`src/rtl/ekf_pkg.sv`:
```
`default_nettype none

package ekf_pkg;

    localparam int DATA_WIDTH = 32;
    localparam int FRAC_BITS  = 16;
    localparam int IN_W       = 32;
    localparam int PROD_W     = 2 * IN_W;
    localparam int TERM_W     = PROD_W - FRAC_BITS;
    localparam int SUM_W      = TERM_W + 2;
    localparam int ACC_W      = 64;
    localparam int FIELD_W    = 48;
    localparam int PC_W       = 5;
    localparam int CFG_IDX_W  = 2;

    localparam logic [CFG_IDX_W-1:0] CFG_DELTA_X = 2'd0;
    localparam logic [CFG_IDX_W-1:0] CFG_DELTA_Y = 2'd1;
    localparam logic [CFG_IDX_W-1:0] CFG_DELTA_Z = 2'd2;

    localparam logic [PC_W-1:0] FIELD_START = 5'd0;
    localparam logic [PC_W-1:0] PAIR_START  = 5'd10;

    typedef enum logic [2:0] {
        MA_COS,
        MA_SIN,
        MA_W,
        MA_DX,
        MA_DY,
        MA_DZ
    } mula_sel_t;

    typedef enum logic [2:0] {
        MB_AV,
        MB_BV,
        MB_PREF,
        MB_KX,
        MB_KY,
        MB_KZ,
        MB_W
    } mulb_sel_t;

    typedef enum logic [3:0] {
        OP_NONE,
        OP_SUM_LD,
        OP_SUM_ADD,
        OP_W_SUM,
        OP_W_PROD,
        OP_ACC_X,
        OP_ACC_Y,
        OP_ACC_Z,
        OP_RES_A,
        OP_RES_B
    } dp_op_t;

    typedef enum logic [1:0] {
        SQ_NEXT,
        SQ_END_FIELD,
        SQ_END_PAIR
    } seq_op_t;

    typedef struct packed {
        mula_sel_t mula;
        mulb_sel_t mulb;
        dp_op_t    op;
        seq_op_t   seq;
    } ctrl_word_t;

    // The op field consumes the product registered by the previous step.
    function automatic ctrl_word_t ucode(input logic [PC_W-1:0] pc);
        ctrl_word_t w;
        w = '{MA_COS, MB_AV, OP_NONE, SQ_NEXT};
        case (pc)
            5'd0:  w = '{MA_COS, MB_AV,   OP_NONE,    SQ_NEXT};
            5'd1:  w = '{MA_SIN, MB_BV,   OP_SUM_LD,  SQ_NEXT};
            5'd2:  w = '{MA_COS, MB_AV,   OP_W_SUM,   SQ_NEXT};
            5'd3:  w = '{MA_W,   MB_PREF, OP_NONE,    SQ_NEXT};
            5'd4:  w = '{MA_COS, MB_AV,   OP_W_PROD,  SQ_NEXT};
            5'd5:  w = '{MA_W,   MB_KX,   OP_NONE,    SQ_NEXT};
            5'd6:  w = '{MA_W,   MB_KY,   OP_ACC_X,   SQ_NEXT};
            5'd7:  w = '{MA_W,   MB_KZ,   OP_ACC_Y,   SQ_NEXT};
            5'd8:  w = '{MA_COS, MB_AV,   OP_ACC_Z,   SQ_NEXT};
            5'd9:  w = '{MA_COS, MB_AV,   OP_NONE,    SQ_END_FIELD};
            5'd10: w = '{MA_DX,  MB_KX,   OP_NONE,    SQ_NEXT};
            5'd11: w = '{MA_DY,  MB_KY,   OP_SUM_LD,  SQ_NEXT};
            5'd12: w = '{MA_DZ,  MB_KZ,   OP_SUM_ADD, SQ_NEXT};
            5'd13: w = '{MA_COS, MB_AV,   OP_W_SUM,   SQ_NEXT};
            5'd14: w = '{MA_COS, MB_W,    OP_NONE,    SQ_NEXT};
            5'd15: w = '{MA_SIN, MB_W,    OP_RES_A,   SQ_NEXT};
            5'd16: w = '{MA_COS, MB_AV,   OP_RES_B,   SQ_NEXT};
            5'd17: w = '{MA_COS, MB_AV,   OP_NONE,    SQ_END_PAIR};
            default: w = '{MA_COS, MB_AV, OP_NONE,    SQ_END_PAIR};
        endcase
        return w;
    endfunction

    function automatic logic signed [DATA_WIDTH-1:0] sat_data(input logic signed [SUM_W-1:0] v);
        logic signed [DATA_WIDTH-1:0] r;
        if (v[SUM_W-1:DATA_WIDTH-1] == '0 || v[SUM_W-1:DATA_WIDTH-1] == '1) begin
            r = v[DATA_WIDTH-1:0];
        end else if (v[SUM_W-1]) begin
            r = {1'b1, {(DATA_WIDTH-1){1'b0}}};
        end else begin
            r = {1'b0, {(DATA_WIDTH-1){1'b1}}};
        end
        return r;
    endfunction

    function automatic logic signed [FIELD_W-1:0] sat_field(input logic signed [ACC_W-1:0] v);
        logic signed [FIELD_W-1:0] r;
        if (v[ACC_W-1:FIELD_W-1] == '0 || v[ACC_W-1:FIELD_W-1] == '1) begin
            r = v[FIELD_W-1:0];
        end else if (v[ACC_W-1]) begin
            r = {1'b1, {(FIELD_W-1){1'b0}}};
        end else begin
            r = {1'b0, {(FIELD_W-1){1'b1}}};
        end
        return r;
    endfunction

endpackage

`default_nettype wire

```
`src/rtl/ewald_kspace_field_block.sv`:
```
// Channel  Handshake             Beat contents
// input    in_valid, in_stall    operation, a_val, b_val, cos_val, sin_val, pref_val,
//                                kx, ky, kz, is_last
// result   out_valid, out_stall  result_kind, a_new, b_new, field_x, field_y, field_z
// config   cfg_valid, cfg_ready  cfg_index, cfg_data
//
// One input beat is processed at a time by a microcode program on one shared 32x32 multiplier.
// The final program step waits only while an earlier result beat is still held and stalled.
// The next input beat is taken while a finished result waits in the output register.
// Reset clears the displacement registers, accumulators, busy flag, pc_reg and out_valid.
`default_nettype none

module ewald_kspace_field_block (
    input  wire logic                                   clk,
    input  wire logic                                   rst_n,
    input  wire logic                                   in_valid,
    output logic                                        in_stall,
    input  wire logic                                   operation,
    input  wire logic signed [ekf_pkg::IN_W-1:0]        a_val,
    input  wire logic signed [ekf_pkg::IN_W-1:0]        b_val,
    input  wire logic signed [ekf_pkg::IN_W-1:0]        cos_val,
    input  wire logic signed [ekf_pkg::IN_W-1:0]        sin_val,
    input  wire logic signed [ekf_pkg::IN_W-1:0]        pref_val,
    input  wire logic signed [ekf_pkg::IN_W-1:0]        kx,
    input  wire logic signed [ekf_pkg::IN_W-1:0]        ky,
    input  wire logic signed [ekf_pkg::IN_W-1:0]        kz,
    input  wire logic                                   is_last,
    output logic                                        out_valid,
    input  wire logic                                   out_stall,
    output logic                                        result_kind,
    output logic signed [ekf_pkg::IN_W-1:0]             a_new,
    output logic signed [ekf_pkg::IN_W-1:0]             b_new,
    output logic signed [ekf_pkg::FIELD_W-1:0]          field_x,
    output logic signed [ekf_pkg::FIELD_W-1:0]          field_y,
    output logic signed [ekf_pkg::FIELD_W-1:0]          field_z,
    input  wire logic                                   cfg_valid,
    output logic                                        cfg_ready,
    input  wire logic [ekf_pkg::CFG_IDX_W-1:0]          cfg_index,
    input  wire logic signed [ekf_pkg::IN_W-1:0]        cfg_data
);

    localparam int IN_W    = ekf_pkg::IN_W;
    localparam int PROD_W  = ekf_pkg::PROD_W;
    localparam int TERM_W  = ekf_pkg::TERM_W;
    localparam int SUM_W   = ekf_pkg::SUM_W;
    localparam int ACC_W   = ekf_pkg::ACC_W;
    localparam int FIELD_W = ekf_pkg::FIELD_W;
    localparam int DW      = ekf_pkg::DATA_WIDTH;
    localparam int FB      = ekf_pkg::FRAC_BITS;
    localparam int PC_W    = ekf_pkg::PC_W;

    logic                      busy_reg, busy_next;
    logic [PC_W-1:0]           pc_reg, pc_next;
    logic                      op_reg, op_next;
    logic                      last_reg, last_next;
    logic signed [IN_W-1:0]    av_reg, av_next, bv_reg, bv_next;
    logic signed [IN_W-1:0]    cv_reg, cv_next, sv_reg, sv_next, pv_reg, pv_next;
    logic signed [IN_W-1:0]    kx_reg, kx_next, ky_reg, ky_next, kz_reg, kz_next;
    logic signed [IN_W-1:0]    dx_reg, dx_next, dy_reg, dy_next, dz_reg, dz_next;
    logic signed [PROD_W-1:0]  prod_reg, prod_next;
    logic signed [SUM_W-1:0]   sum_reg, sum_next;
    logic signed [DW-1:0]      w_reg, w_next;
    logic signed [DW-1:0]      ra_reg, ra_next, rb_reg, rb_next;
    logic signed [ACC_W-1:0]   accx_reg, accx_next, accy_reg, accy_next, accz_reg, accz_next;
    logic                      ovalid_reg, ovalid_next;
    logic                      okind_reg, okind_next;
    logic signed [IN_W-1:0]    oa_reg, oa_next, ob_reg, ob_next;
    logic signed [FIELD_W-1:0] ofx_reg, ofx_next, ofy_reg, ofy_next, ofz_reg, ofz_next;

    ekf_pkg::ctrl_word_t       ctrl;
    logic signed [IN_W-1:0]    mul_a, mul_b;
    logic signed [TERM_W-1:0]  term;
    logic signed [SUM_W-1:0]   term_ext;
    logic signed [ACC_W-1:0]   acc_sel;
    logic signed [ACC_W:0]     acc_sum;
    logic signed [ACC_W-1:0]   acc_sat;
    logic                      out_free;
    logic                      emit_field;
    logic                      emit_pair;

    assign in_stall    = busy_reg;
    assign cfg_ready   = 1'b1;
    assign out_valid   = ovalid_reg;
    assign result_kind = okind_reg;
    assign a_new       = oa_reg;
    assign b_new       = ob_reg;
    assign field_x     = ofx_reg;
    assign field_y     = ofy_reg;
    assign field_z     = ofz_reg;

    always_comb
    begin
        ctrl     = ekf_pkg::ucode(pc_reg);
        term     = prod_reg[PROD_W-1:FB];
        term_ext = {{(SUM_W-TERM_W){term[TERM_W-1]}}, term};
        out_free = !ovalid_reg || !out_stall;

        unique case (ctrl.mula)
            ekf_pkg::MA_COS: mul_a = cv_reg;
            ekf_pkg::MA_SIN: mul_a = sv_reg;
            ekf_pkg::MA_W:   mul_a = IN_W'(w_reg);
            ekf_pkg::MA_DX:  mul_a = dx_reg;
            ekf_pkg::MA_DY:  mul_a = dy_reg;
            ekf_pkg::MA_DZ:  mul_a = dz_reg;
            default:         mul_a = cv_reg;
        endcase

        unique case (ctrl.mulb)
            ekf_pkg::MB_AV:   mul_b = av_reg;
            ekf_pkg::MB_BV:   mul_b = bv_reg;
            ekf_pkg::MB_PREF: mul_b = pv_reg;
            ekf_pkg::MB_KX:   mul_b = kx_reg;
            ekf_pkg::MB_KY:   mul_b = ky_reg;
            ekf_pkg::MB_KZ:   mul_b = kz_reg;
            ekf_pkg::MB_W:    mul_b = IN_W'(w_reg);
            default:          mul_b = av_reg;
        endcase

        prod_next = mul_a * mul_b;

        unique case (ctrl.op)
            ekf_pkg::OP_ACC_Y: acc_sel = accy_reg;
            ekf_pkg::OP_ACC_Z: acc_sel = accz_reg;
            default:           acc_sel = accx_reg;
        endcase
        acc_sum = {acc_sel[ACC_W-1], acc_sel} + {{(ACC_W+1-TERM_W){term[TERM_W-1]}}, term};
        if (acc_sum[ACC_W] == acc_sum[ACC_W-1]) begin
            acc_sat = acc_sum[ACC_W-1:0];
        end else if (acc_sum[ACC_W]) begin
            acc_sat = {1'b1, {(ACC_W-1){1'b0}}};
        end else begin
            acc_sat = {1'b0, {(ACC_W-1){1'b1}}};
        end

        busy_next   = busy_reg;
        pc_next     = pc_reg;
        op_next     = op_reg;
        last_next   = last_reg;
        av_next     = av_reg;
        bv_next     = bv_reg;
        cv_next     = cv_reg;
        sv_next     = sv_reg;
        pv_next     = pv_reg;
        kx_next     = kx_reg;
        ky_next     = ky_reg;
        kz_next     = kz_reg;
        dx_next     = dx_reg;
        dy_next     = dy_reg;
        dz_next     = dz_reg;
        sum_next    = sum_reg;
        w_next      = w_reg;
        ra_next     = ra_reg;
        rb_next     = rb_reg;
        accx_next   = accx_reg;
        accy_next   = accy_reg;
        accz_next   = accz_reg;
        ovalid_next = ovalid_reg;
        okind_next  = okind_reg;
        oa_next     = oa_reg;
        ob_next     = ob_reg;
        ofx_next    = ofx_reg;
        ofy_next    = ofy_reg;
        ofz_next    = ofz_reg;
        emit_field  = 1'b0;
        emit_pair   = 1'b0;

        if (cfg_valid) begin
            unique case (cfg_index)
                ekf_pkg::CFG_DELTA_X: dx_next = cfg_data;
                ekf_pkg::CFG_DELTA_Y: dy_next = cfg_data;
                ekf_pkg::CFG_DELTA_Z: dz_next = cfg_data;
                default:              ;
            endcase
        end

        if (in_valid && !busy_reg) begin
            busy_next = 1'b1;
            pc_next   = operation ? ekf_pkg::PAIR_START : ekf_pkg::FIELD_START;
            op_next   = operation;
            last_next = is_last;
            av_next   = a_val;
            bv_next   = b_val;
            cv_next   = cos_val;
            sv_next   = sin_val;
            pv_next   = pref_val;
            kx_next   = kx;
            ky_next   = ky;
            kz_next   = kz;
        end

        if (ovalid_reg && !out_stall) begin
            ovalid_next = 1'b0;
        end

        if (busy_reg) begin
            unique case (ctrl.op)
                ekf_pkg::OP_NONE:    ;
                ekf_pkg::OP_SUM_LD:  sum_next = term_ext;
                ekf_pkg::OP_SUM_ADD: sum_next = sum_reg + term_ext;
                ekf_pkg::OP_W_SUM:   w_next = ekf_pkg::sat_data(sum_reg + term_ext);
                ekf_pkg::OP_W_PROD:  w_next = ekf_pkg::sat_data(term_ext);
                ekf_pkg::OP_ACC_X:   accx_next = acc_sat;
                ekf_pkg::OP_ACC_Y:   accy_next = acc_sat;
                ekf_pkg::OP_ACC_Z:   accz_next = acc_sat;
                ekf_pkg::OP_RES_A:
                    ra_next = ekf_pkg::sat_data({{(SUM_W-IN_W){av_reg[IN_W-1]}}, av_reg} + term_ext);
                ekf_pkg::OP_RES_B:
                    rb_next = ekf_pkg::sat_data({{(SUM_W-IN_W){bv_reg[IN_W-1]}}, bv_reg} + term_ext);
                default:             ;
            endcase

            unique case (ctrl.seq)
                ekf_pkg::SQ_NEXT:
                    pc_next = PC_W'(pc_reg + 1'b1);
                ekf_pkg::SQ_END_FIELD:
                begin
                    if (!last_reg) begin
                        busy_next = 1'b0;
                    end else if (out_free) begin
                        emit_field = 1'b1;
                        busy_next  = 1'b0;
                    end
                end
                ekf_pkg::SQ_END_PAIR:
                begin
                    if (out_free) begin
                        emit_pair = 1'b1;
                        busy_next = 1'b0;
                    end
                end
                default:
                    busy_next = 1'b0;
            endcase
        end

        if (emit_field) begin
            ovalid_next = 1'b1;
            okind_next  = 1'b1;
            oa_next     = '0;
            ob_next     = '0;
            ofx_next    = ekf_pkg::sat_field(accx_reg);
            ofy_next    = ekf_pkg::sat_field(accy_reg);
            ofz_next    = ekf_pkg::sat_field(accz_reg);
            accx_next   = '0;
            accy_next   = '0;
            accz_next   = '0;
        end

        if (emit_pair) begin
            ovalid_next = 1'b1;
            okind_next  = 1'b0;
            oa_next     = IN_W'(ra_reg);
            ob_next     = IN_W'(rb_reg);
            ofx_next    = '0;
            ofy_next    = '0;
            ofz_next    = '0;
        end
    end

    always_ff @(posedge clk or negedge rst_n)
    begin
        if (!rst_n) begin
            busy_reg   <= 1'b0;
            pc_reg     <= '0;
            ovalid_reg <= 1'b0;
            dx_reg     <= '0;
            dy_reg     <= '0;
            dz_reg     <= '0;
            accx_reg   <= '0;
            accy_reg   <= '0;
            accz_reg   <= '0;
        end else begin
            busy_reg   <= busy_next;
            pc_reg     <= pc_next;
            ovalid_reg <= ovalid_next;
            dx_reg     <= dx_next;
            dy_reg     <= dy_next;
            dz_reg     <= dz_next;
            accx_reg   <= accx_next;
            accy_reg   <= accy_next;
            accz_reg   <= accz_next;
        end
    end

    always_ff @(posedge clk)
    begin
        op_reg    <= op_next;
        last_reg  <= last_next;
        av_reg    <= av_next;
        bv_reg    <= bv_next;
        cv_reg    <= cv_next;
        sv_reg    <= sv_next;
        pv_reg    <= pv_next;
        kx_reg    <= kx_next;
        ky_reg    <= ky_next;
        kz_reg    <= kz_next;
        prod_reg  <= prod_next;
        sum_reg   <= sum_next;
        w_reg     <= w_next;
        ra_reg    <= ra_next;
        rb_reg    <= rb_next;
        okind_reg <= okind_next;
        oa_reg    <= oa_next;
        ob_reg    <= ob_next;
        ofx_reg   <= ofx_next;
        ofy_reg   <= ofy_next;
        ofz_reg   <= ofz_next;
    end

    a_start_addr: assert property (@(posedge clk) disable iff (!rst_n)
        (in_valid && !in_stall) |=> busy_reg && op_reg == $past(operation) &&
        pc_reg == ($past(operation) ? ekf_pkg::PAIR_START : ekf_pkg::FIELD_START))
        else $error("Program did not start at the entry for the accepted operation.");

    a_acc_clear: assert property (@(posedge clk) disable iff (!rst_n)
        emit_field |=> accx_reg == '0 && accy_reg == '0 && accz_reg == '0)
        else $error("Accumulators not cleared after a field result.");

    a_emit_only_at_end: assert property (@(posedge clk) disable iff (!rst_n)
        (emit_field || emit_pair) |-> busy_reg &&
        (ctrl.seq == ekf_pkg::SQ_END_FIELD || ctrl.seq == ekf_pkg::SQ_END_PAIR))
        else $error("Result emitted outside a final program step.");

    a_no_overwrite: assert property (@(posedge clk) disable iff (!rst_n)
        (emit_field || emit_pair) |-> !ovalid_reg || !out_stall)
        else $error("Result register overwritten while its beat is stalled.");

    a_pair_zero_field: assert property (@(posedge clk) disable iff (!rst_n)
        (ovalid_reg && !okind_reg) |-> ofx_reg == '0 && ofy_reg == '0 && ofz_reg == '0)
        else $error("Update result carries a nonzero field vector.");

endmodule

`default_nettype wire
```
`config.mk`:
```
export PLATFORM = sky130hd
export DESIGN_NAME = ewald_kspace_field_block
export DESIGN_NICKNAME = d
export VERILOG_FILES = /design/src/rtl/ekf_pkg.sv /design/src/rtl/ewald_kspace_field_block.sv
export SDC_FILE = /design/constraint.sdc
export NUM_CORES = 2
export LEC_CHECK = 0
export ABC_AREA = 1
export BUFFER_PORTS_ARGS = -buffer_cell sky130_fd_sc_hd__buf_2
export CORE_ASPECT_RATIO = 0.6
export CORE_MARGIN = 3
export CORE_UTILIZATION = 30
export DETAILED_ROUTE_END_ITERATION = 8
export PLACE_DENSITY = 0.43
export SLEW_MARGIN = 30
export SYNTH_ARGS = -nofsm -noshare
export SYNTH_HDL_FRONTEND = slang
export SYNTH_SLANG_ARGS = --single-unit
export TNS_END_PERCENT = 5
```
`constraint.sdc`:
```
create_clock -name clk -period 11.81 [get_ports clk]
set_input_delay 2.362 -clock clk [delete_from_list [all_inputs] [get_ports clk]]
set_output_delay 2.362 -clock clk [all_outputs]
set_load 0.005 [all_outputs]
```
==> results by group <==
Synthesis
  • Synthesized area per cell: 8.191 sq um
  • Post-synth EDFFs: 467
  • Distinct cell type count after synthesis: 64
  • Number of synthesized register bits: 955
  • YS warnings: 0
  • Synth Instances: 10950
  • Async SR Flop Fraction: 0.3089
  • Syn Nets: 12720
  • Seq/Total Area, Yosys: 0.2819
  • Mapped cell area: 89650 sq um
  • Top_reg_cell synth: edfxtp_1

CTS
  • Post-CTS Setup Repair Bufs: 0
  • H-Tree Depth: 3
  • Num CTS Buffers: 102
  • Worst skew pair latency: 0.81 ns
  • # clock sinks: 955
  • CTS tree: done
  • Clock slew seen by the registers of the worst setup and hold paths: 0.08 ns
  • Hold buffers post-CTS: 0
  • PostCTS Resize Cnt: 0
  • Root Driver: clkbuf_16
  • CTS Buffer Depth: 3

Detailed routing
  • Via/cell ratio: 5.252
  • Drt drc: 0
  • Post-route ant nets: 0
  • Total wire length: 436800 microns
  • 1st-pass router iterations: 6
  • WL per Instance: 28.06 microns
  • DR iter-0 viols: 10240
  • Via count: 81750

Worst setup path
  • Required time of the worst setup path: 12.39 ns
  • Startpoint types: flip-flop
  • Crit path max fanout: 29
  • CP max stage delay: 0.58 ns
  • Crit end category: flip-flop
  • Bufs and invs on worst path: 12
  • Cell family with most CP delay: adder cells
  • Crit. Startpoint: pc_reg[2]
  • R2R Path Start: pc_reg[2]
  • Flop2flop setup slack: 0.24 ns
  • WS Path Type: flip-flop to flip-flop
  • CP Depth: 37
  • Slowest CP cell: buf_4
  • CP endpoint: prod_reg[48]
  • Reg2Reg Depth: 37
  • CP Data Arrival Time: 12.15 ns
  • CP most frequent cell: fa_1
  • RR Endpoint: prod_reg[48]

Placed design
  • Routability cong.: 1.010
  • Detailed placement HPWL: 356900 microns
  • # port buffers: 507
  • Dpl ws: 0.6384 ns

Floorplan
  • Initial Util: 0.3035
  • Row count: 154
  • Area of the die: 305700 sq um
  • Die Y-Extent: 429.4 microns
  • Die Wd: 711.7 microns
  • Core Box Area: 295400 sq um
  • # IOs: 509

Layout
  • Commonest non-fill, non-tap cell in the layout: nand2_1
  • Area growth syn-to-layout: 13.93%
  • Most frequent cells in the layout: nand2_1, inv_1, nor2_1, fa_1, a21oi_1
  • Fraction of layout cells with a size suffix above 1: 0.1043
  • # nets final: 13270

Outcome
  • Status: completed

Global routing
  • Antenna violations before repair: 36
  • First-pass GRT wire length: 616400 microns
  • Global-route usage over all layers: 0.2805
  • Pin count of the biggest net entering global routing: 122
  • Number of global-route vias before repair: 79700
  • Total gr overflow: 0

STA
  • Final hold violations: 0
  • Worst-margin pin slew: 1.143 ns
  • Slew HR: 0.2311
  • Setup WS post-layout: 0.2390 ns
  • Tcrit/Tclk final: 0.9798
  • RSZ-0062 raised after global routing: false
  • Final slew viol count: 0
  • Layout Skew: 0.09151 ns
  • Sum of negative setup slack: 0 ns
  • Final setup violation count: 0
  • Fmax: 0.08642 GHz
  • Final worst path period need: 11.57 ns

Worst hold path
  • Worst Hold Class: flip-flop to flip-flop
  • Min-delay src: field_z[47]

Job
  • Max_cap viols: 0
==> cells by family (layout without fill, tap and decap cells) <==
logic type | count (synthesis) | count (layout) | synth area share
simple gates | 4551 | 4552 | 0.2048
buf+inv | 2167 | 2798 | 0.09497
other cells | 1 | 10 | 0.00004183
compound gates | 1555 | 1555 | 0.09787
flops | 955 | 955 | 0.2819
fa+ha+maj | 1481 | 1481 | 0.2975
xor+xnor | 235 | 235 | 0.02296
==> worst min path at each step <==
stage | end | depth (start not counted) | slack, ns
after floorplan | dy_reg[0] | 2 | 0.45
after global placement | result_kind | 2 | 0.45
after detailed placement | field_z[47] | 2 | 0.46
after CTS | field_z[47] | 2 | 0.48
after global routing | dz_reg[15] | 2 | 0.51
final | field_z[47] | 2 | 0.48
==> per-layer routing <==
layer  up-vias  wire length (microns)  track usage
li1      35700                      -            -
met1     41220                 210900       0.4427
met2      4452                 162100       0.3615
met3       365                  54900      0.09536
met4         8                   8825      0.05059
met5         -                     61            0
==> cell usage after synthesis, drive strengths merged, types with 2 or more instances <==
| cell | n | area [sq um] |
|---|---|---|
| nor4 | 39 | 244.0 |
| or2 | 5 | 31.28 |
| nand3 | 464 | 2382 |
| o221ai | 5 | 43.79 |
| clkinv | 6 | 22.52 |
| a31oi | 67 | 419.2 |
| dfxtp | 193 | 3864 |
| o21bai | 25 | 191.4 |
| nand3b | 11 | 82.58 |
| o21ai | 601 | 3132 |
| xor2 | 130 | 1139 |
| clkbuf | 236 | 885.9 |
| nor2 | 1382 | 5248 |
| ha | 396 | 4955 |
| a32o | 2 | 20.02 |
| a21boi | 15 | 116.4 |
| o211ai | 5 | 37.54 |
| and3 | 6 | 37.54 |
| buf | 179 | 1052 |
| a22o | 13 | 113.9 |
| a211oi | 8 | 60.06 |
| xnor2 | 105 | 919.6 |
| o221a | 2 | 22.52 |
| nand2 | 2479 | 9375 |
| inv | 1746 | 6554 |
| and2 | 3 | 18.77 |
| dfrtp | 295 | 7382 |
| fa | 1085 | 21720 |
| o22ai | 67 | 419.2 |
| nand4 | 100 | 625.6 |
| edfxtp | 467 | 14020 |
| o2111ai | 3 | 26.28 |
| a22oi | 44 | 330.3 |
| o21a | 27 | 202.7 |
| a21oi | 589 | 2952 |
| a21o | 30 | 225.2 |
| nor3 | 61 | 305.3 |
| a221oi | 48 | 420.4 |
==> tightest hold or removal path: stages, from the launching register on <==
cell and delay [ns]:
dfxtp_1 0.31, nand2_1 0.06, a21oi_1 0.06
==> final cells by class <==
| cell class | instances | area, sq um |
|---|---|---|
| Inverter | 1752 | 6598 |
| Timing Repair Buffer | 853 | 5450 |
| Sequential cell | 955 | 25270 |
| Clock buffer | 128 | 2754 |
| Antenna cell | 9 | 22.52 |
| Tap cell | 3978 | 4977 |
| Clock inverter | 65 | 828.3 |
| Multi-Input combinational cell | 7824 | 56240 |
| Fill cell | 31280 | 193200 |
==> per-stage QoR <==
step,hold WS [ns],std cells,area [sq um],utilization
final,0.4773,15560,102100,0.3458
after global routing,0.5087,15560,102100,0.3457
after CTS,0.4784,15550,102000,0.3454
after detailed placement,0.4617,15360,98430,0.3332
after global placement,0.4529,15350,98310,0.3328
after floorplan,0.4530,10950,89650,-
Power is not shown: default switching activity piles up to over one toggle a cycle in this logic, so the estimate is an artifact.
